[src/sv/mts_pkg.sv]
// shared types and constants for the min tracking stack
package mts_pkg;

   localparam int STACK_DEPTH = 64;
   localparam int ADDR_W      = (STACK_DEPTH > 1) ? $clog2(STACK_DEPTH) : 1;
   localparam int DEPTH_W     = $clog2(STACK_DEPTH + 1);
   localparam int CMD_W       = 2;
   localparam int DATA_W      = 32;
   localparam int COUNT_W     = 7;
   localparam int STATUS_W    = 2;

   localparam logic signed [DATA_W-1:0] INT_MAX = 32'sh7FFF_FFFF;

   // command codes, code 3 behaves as a peek
   localparam logic [CMD_W-1:0] CMD_PUSH = 2'd0;
   localparam logic [CMD_W-1:0] CMD_POP  = 2'd1;
   localparam logic [CMD_W-1:0] CMD_PEEK = 2'd2;

   localparam logic [STATUS_W-1:0] STATUS_OK        = 2'd0;
   localparam logic [STATUS_W-1:0] STATUS_OVERFLOW  = 2'd1;
   localparam logic [STATUS_W-1:0] STATUS_UNDERFLOW = 2'd2;

   typedef enum logic [1:0] {
      ST_IDLE,
      ST_EXEC,
      ST_READ,
      ST_RESP
   } state_type;

   // controller to datapath
   typedef struct packed {
      logic load;   // capture the incoming item
      logic exec;   // apply the operation
      logic fill;   // take top and minimum from the memory read
   } dp_cmd_type;

   // datapath to controller
   typedef struct packed {
      logic need_read;  // pop leaves entries, new top must come from memory
   } dp_stat_type;

endpackage

[src/sv/mts_ctrl.sv]
// control state machine for the min tracking stack
module mts_ctrl import mts_pkg::*; (
   input  logic        clock,
   input  logic        reset,
   input  logic        req_valid,
   output logic        req_ready,
   output logic        rsp_valid,
   input  logic        rsp_ready,
   output dp_cmd_type  dp_cmd,
   input  dp_stat_type dp_stat
);

   state_type state_ff, state_in;

   always_ff @(posedge clock) begin
      if (reset) begin
         state_ff <= ST_IDLE;
      end else begin
         state_ff <= state_in;
      end
   end

   always_comb begin
      state_in     = state_ff;
      req_ready    = 1'b0;
      rsp_valid    = 1'b0;
      dp_cmd       = '0;
      unique case (state_ff)
         ST_IDLE: begin
            req_ready   = 1'b1;
            dp_cmd.load = req_valid;
            if (req_valid) begin
               state_in = ST_EXEC;
            end
         end
         ST_EXEC: begin
            dp_cmd.exec = 1'b1;
            state_in    = dp_stat.need_read ? ST_READ : ST_RESP;
         end
         ST_READ: begin
            dp_cmd.fill = 1'b1;
            state_in    = ST_RESP;
         end
         ST_RESP: begin
            rsp_valid = 1'b1;
            if (rsp_ready) begin
               state_in = ST_IDLE;
            end
         end
         default: begin
            state_in = ST_IDLE;
         end
      endcase
   end

endmodule

[src/sv/mts_dpath.sv]
// datapath: entry memory, count, minimum and result registers
module mts_dpath import mts_pkg::*; (
   input  logic                       clock,
   input  logic                       reset,
   input  dp_cmd_type                 dp_cmd,
   output dp_stat_type                dp_stat,
   input  logic        [CMD_W-1:0]    req_cmd,
   input  logic signed [DATA_W-1:0]   req_push_value,
   output logic signed [DATA_W-1:0]   rsp_top_value,
   output logic signed [DATA_W-1:0]   rsp_min_value,
   output logic        [COUNT_W-1:0]  rsp_entry_count,
   output logic        [STATUS_W-1:0] rsp_status
);

   // each entry holds value and prefix minimum
   logic [2*DATA_W-1:0] mem [STACK_DEPTH];
   logic [2*DATA_W-1:0] rd_data_ff;

   logic        [CMD_W-1:0]    cmd_ff;
   logic signed [DATA_W-1:0]   val_ff;
   logic        [DEPTH_W-1:0]  depth_ff, depth_in;
   logic signed [DATA_W-1:0]   min_ff, min_in;
   logic signed [DATA_W-1:0]   top_ff, top_in;
   logic        [STATUS_W-1:0] status_ff, status_in;

   logic                       is_push, is_pop, is_full, is_empty;
   logic                       wr_en;
   logic signed [DATA_W-1:0]   push_min;
   logic        [ADDR_W-1:0]   wr_addr, rd_addr;
   logic        [DEPTH_W-1:0]  depth_dec2;

   assign is_push  = (cmd_ff == CMD_PUSH);
   assign is_pop   = (cmd_ff == CMD_POP);
   assign is_full  = (depth_ff >= DEPTH_W'(STACK_DEPTH));
   assign is_empty = (depth_ff == '0);

   // current minimum equals the prefix minimum of the top entry when not empty
   assign push_min = (!is_empty && (min_ff < val_ff)) ? min_ff : val_ff;

   assign depth_dec2 = depth_ff - DEPTH_W'(2);
   assign wr_addr    = depth_ff[ADDR_W-1:0];
   assign rd_addr    = depth_dec2[ADDR_W-1:0];
   assign wr_en      = dp_cmd.exec && is_push && !is_full;

   assign dp_stat.need_read = is_pop && (depth_ff > DEPTH_W'(1));

   always_ff @(posedge clock) begin
      if (wr_en) begin
         mem[wr_addr] <= {val_ff, push_min};
      end
      rd_data_ff <= mem[rd_addr];
   end

   always_ff @(posedge clock) begin
      if (dp_cmd.load) begin
         cmd_ff <= req_cmd;
         val_ff <= req_push_value;
      end
   end

   always_comb begin
      depth_in  = depth_ff;
      min_in    = min_ff;
      top_in    = top_ff;
      status_in = status_ff;
      if (dp_cmd.exec) begin
         status_in = STATUS_OK;
         if (is_push) begin
            if (is_full) begin
               status_in = STATUS_OVERFLOW;
            end else begin
               depth_in = depth_ff + DEPTH_W'(1);
               min_in   = push_min;
               top_in   = val_ff;
            end
         end else if (is_pop) begin
            if (is_empty) begin
               status_in = STATUS_UNDERFLOW;
            end else begin
               depth_in = depth_ff - DEPTH_W'(1);
               if (depth_ff == DEPTH_W'(1)) begin
                  // stack emptied by a pop
                  min_in = '0;
                  top_in = INT_MAX;
               end
            end
         end
      end else if (dp_cmd.fill) begin
         top_in = rd_data_ff[2*DATA_W-1:DATA_W];
         min_in = rd_data_ff[DATA_W-1:0];
      end
   end

   always_ff @(posedge clock) begin
      if (reset) begin
         depth_ff  <= '0;
         min_ff    <= INT_MAX;
         top_ff    <= INT_MAX;
         status_ff <= STATUS_OK;
      end else begin
         depth_ff  <= depth_in;
         min_ff    <= min_in;
         top_ff    <= top_in;
         status_ff <= status_in;
      end
   end

   assign rsp_top_value   = top_ff;
   assign rsp_min_value   = min_ff;
   assign rsp_entry_count = COUNT_W'(depth_ff);
   assign rsp_status      = status_ff;

endmodule

[src/sv/min_tracking_stack.sv]
// top level of the min tracking stack
// result: offered after the execute state, or after execute and memory fill for a pop that leaves entries
// items: one at a time, a new request is taken only once the response has been accepted on rsp_ready
// the fill state covers the registered read of the entry memory for the new top
// reset: count cleared, minimum and top read 2147483647; entry memory is not cleared,
// only entries below the count are ever used
module min_tracking_stack import mts_pkg::*; (
   input  logic                       clock,
   input  logic                       reset,
   // request channel
   input  logic                       req_valid,
   output logic                       req_ready,
   input  logic        [CMD_W-1:0]    req_cmd,
   input  logic signed [DATA_W-1:0]   req_push_value,
   // response channel
   output logic                       rsp_valid,
   input  logic                       rsp_ready,
   output logic signed [DATA_W-1:0]   rsp_top_value,
   output logic signed [DATA_W-1:0]   rsp_min_value,
   output logic        [COUNT_W-1:0]  rsp_entry_count,
   output logic        [STATUS_W-1:0] rsp_status
);

   dp_cmd_type  dp_cmd;
   dp_stat_type dp_stat;

   // sequencer: idle, execute, optional memory fill, respond
   mts_ctrl u_ctrl (
      .clock     (clock),
      .reset     (reset),
      .req_valid (req_valid),
      .req_ready (req_ready),
      .rsp_valid (rsp_valid),
      .rsp_ready (rsp_ready),
      .dp_cmd    (dp_cmd),
      .dp_stat   (dp_stat)
   );

   // entry memory with prefix minima, count and result registers
   mts_dpath u_dpath (
      .clock           (clock),
      .reset           (reset),
      .dp_cmd          (dp_cmd),
      .dp_stat         (dp_stat),
      .req_cmd         (req_cmd),
      .req_push_value  (req_push_value),
      .rsp_top_value   (rsp_top_value),
      .rsp_min_value   (rsp_min_value),
      .rsp_entry_count (rsp_entry_count),
      .rsp_status      (rsp_status)
   );

endmodule
[config.mk]
export PLATFORM = sky130hd
export DESIGN_NAME = min_tracking_stack
export DESIGN_NICKNAME = d
export VERILOG_FILES = /design/src/sv/mts_pkg.sv /design/src/sv/mts_ctrl.sv /design/src/sv/mts_dpath.sv /design/src/sv/min_tracking_stack.sv
export SDC_FILE = /design/constraint.sdc
export NUM_CORES = 2
export LEC_CHECK = 0
export BUFFER_PORTS_ARGS = -buffer_cell sky130_fd_sc_hd__buf_2
export CORE_ASPECT_RATIO = 0.8
export CORE_MARGIN = 2
export CORE_UTILIZATION = 68
export DETAILED_ROUTE_END_ITERATION = 6
export PLACE_DENSITY = 0.86
export REMOVE_ABC_BUFFERS = 1
export SYNTH_ARGS = -nofsm -noshare
export SYNTH_HDL_FRONTEND = slang
export SYNTH_HIERARCHICAL = 1
export SYNTH_SLANG_ARGS = --single-unit
[constraint.sdc]
create_clock -name clock -period 9.9 [get_ports clock]
set_input_delay 0.495 -clock clock [delete_from_list [all_inputs] [get_ports clock]]
set_output_delay 0.495 -clock clock [all_outputs]
set_load 0.01 [all_outputs]
==> run_results.csv <==
group,metric,value,unit
finish,fill_cells,10550,
route,drt_iter0_drc,20490,
clock_tree,clockBufferDepth,4,
synth,synth_ff_type,"edfxtp_1",
power,powerDensity,295.4,mW/mm^2
sta,finClkSkew,0.07649,ns
floorplan,start_util,68.30,%
critical_path,cp_data_required_time,10.41,ns
sta,finalCritPeriodShare,66.19,%
placement,post-dp-hpwl,245600,um
grt,grt_first_pass_wirelength,745400,um
clock_tree,clock-sinks,4269,
synth,yosys.area.top_type,"edfxtp_1",
sta,fmax,0.1526,GHz
synth,yosysTopAreaCellShare,76.54,%
sta,rsz0062_at_grt,"no",
critical_path,crit_fanout,66,
floorplan,die_h,440.6,um
synth,synthesis.area,0.1620,mm^2
synth,ys_ff_latch,4269,
critical_path,critPathBufInv,3,
critical_path,path_cells,"buf_4 > inv_1 > ha_1 > nand2_1 > o21ai_0 > a41oi_1 > o41ai_1 > a21oi_1 > o21bai_4 > buf_4 > mux2_2",
route,remaining_drc_errors,148,
critical_path,worstSetupPathType,"flip-flop to flip-flop",
finish,drive_gt1_share,32.70,%
outcome,violations,"DRC, capacitance limit, slew limit",
synth,synth-edff-count,4130,
synth,synthTopCellsByArea,"edfxtp_1 77%, mux4_2 19%, dfxtp_1 1.7%",
floorplan,fp.dieW,549.8,um
sta,setup_viol,0,
synth,yosysMostFrequentCell,"edfxtp_1",
floorplan,core-area,0.2372,mm^2
critical_path,cp_common_cell,"buf_4",
synth,yosysUniqueCellTypes,49,
finish,syn_to_final_growth,11.48,%
critical_path,arrival,7.06,ns
synth,ys_warn_count,6,
floorplan,die_area,0.2422,mm^2
clock_tree,clkLatencyLatePin,0.96,ns
grt,grtUsageTotal,46.78,%
clock_tree,cts_buffers,382,
synth,synthArstFlopShare,0,%
sta,slew_headroom,-5.765,%
sta,worst_pin_slew,1.583,ns
placement,gp_congestion,0.8637,
clock_tree,path_clk_slew,0.07,ns
power,peakVddDrop,0.0003858,V
route,ant_nets,0,
clock_tree,postCtsSetupRepairBufs,0,
synth,synth_common_cells,"4130 x edfxtp_1, 1344 x mux4_2, 213 x clkbuf_1, 139 x dfxtp_1, 115 x nor2_1",
outcome,status,"complete, but fails checks",
clock_tree,root_buffer,"clkbuf_16",
critical_path,critical_path.slowest_cell,"mux2_2",
critical_path,critPathLaunchType,"flip-flop",
finish,final_util,76.14,%
power,p_leak,0.05466,uW
route,num_vias,87490,
floorplan,row_count,160,
route,first_pass_iters,7,
finish,final_nets,6959,
sta,drv_slew,19,
grt,grt_overflow,0,
synth,synth_cells,6486,
clock_tree,tritoncts,"yes",
min_path,hold_class,"input port to flip-flop",
clock_tree,cts_resized,0,
critical_path,crit_family,"compound AO/OA/AOI/OAI gates",
floorplan,ioPinCount,113,
critical_path,end_kind,"flip-flop",
critical_path,max_stage_delay,1.14,ns
route,wirelength,554900,um
synth,syn_area_per_cell,24.98,um^2
sta,min_period,6.553,ns
clock_tree,htreeDepth,5,
synth,synth-seq-area-share,78.26,%
job,drv_cap,1,
grt,grt_pass1_vias,87640,
grt,antenna_found_initial,34,
sta,hold_violations,0,
placement,port_buffers,112,
route,wl_per_cell,53.50,um
route,viasPerCell,8.436,
sta,fin_setup_tns,0,ns
grt,grt_max_degree,157,
[routing by layer]
layer	track usage (%)	share of wire, %	vias to the layer above
li1	-	-	29030
met4	37.06	10	48
met2	68.50	45	11370
met3	18.44	17	3306
met5	1.499	0.11	-
met1	56.01	27	43730
[layout by cell type, fill, tap and decap left out, drive strengths merged, types with 23 or more instances in the layout]
master / instances
a211o: 32
a21o: 31
a221o: 30
a311oi: 30
buf: 325
bufinv: 46
clkbuf: 497
clkinv: 135
dfxtp: 139
diode: 23
dlygate4sd3: 36
edfxtp: 4130
ha: 44
inv: 49
mux2: 32
mux4: 1344
nand2: 27
nor2: 115
nor3: 34
[sequential cells by signal, summed over array words and instances, names as in the netlist]
register / count
u_ctrl/state_ff: 2
u_dpath/rsp_top_value: 32
u_dpath/rd_data_ff: 64
u_dpath/val_ff: 32
u_dpath/rsp_status: 2
u_dpath/rsp_entry_count: 7
u_dpath/mem: 4096
u_dpath/rsp_min_value: 32
u_dpath/cmd_ff: 2
[what timing repair did]
item                                   in CTS  in global routing
endpoints found under the hold margin      35                  0
hold buffers                               36                  0
setup endpoints to repair                   0                  0
[where the power goes]
part           internal (uW)  total [uW]  switching (uW)
clock network           8700       15700            7020
logic                   5400       14300            8930
registers              22600       23300             653
[kinds of logic after synthesis]
logic type	count (synthesis)	share of synthesized area, %
flops	4269	78.26
mux	1377	18.91
buf+inv	394	0.9884
simple gates	220	0.6046
compound gates	172	0.8463
fa+ha+maj	44	0.3398
xor+xnor	10	0.05405
[stage by stage]
step	setup slack (ns)	cell area (um^2)	instances	hold WS, ns	total power, uW
after floorplan	-43.48	160600	6132	0.4847	35960
after global placement	4.376	167500	9616	0.4367	35860
after detailed placement	4.236	167500	9616	0.4501	36600
after CTS	3.937	180600	10350	0.1059	52570
after global routing	3.364	180600	10350	0.1574	53810
final	3.347	180600	10370	0.1906	53360
[area by class of cell]
class | count | area, um^2 | share of cell area [%]
well taps | 3159 | 3953 | 2.188
multi-input cells | 1823 | 34240 | 18.95
diodes | 23 | 57.56 | 0.03186
inverters | 40 | 150.1 | 0.08312
repair buffers | 361 | 2685 | 1.486
flip-flops and latches | 4269 | 126800 | 70.20
clock buffers | 497 | 10480 | 5.802
clock inverters | 199 | 2263 | 1.253
[final timing paths]
kind         slack, ns                                   start  cells after the start                                     end
max               3.35             u_dpath/val_ff[2]$_DFFE_PP_                     11           u_dpath/mem[43][19]$_DFFE_PP_
min reg2reg       0.49  u_dpath/rsp_top_value[16]$_SDFFE_PP1P_                      1  u_dpath/rsp_top_value[16]$_SDFFE_PP1P_
max reg2reg       3.35             u_dpath/val_ff[2]$_DFFE_PP_                     11           u_dpath/mem[43][19]$_DFFE_PP_
min               0.19                                   reset                      2   u_dpath/rsp_top_value[8]$_SDFFE_PP1P_
Note: power is estimated with default switching activity, not from simulation.
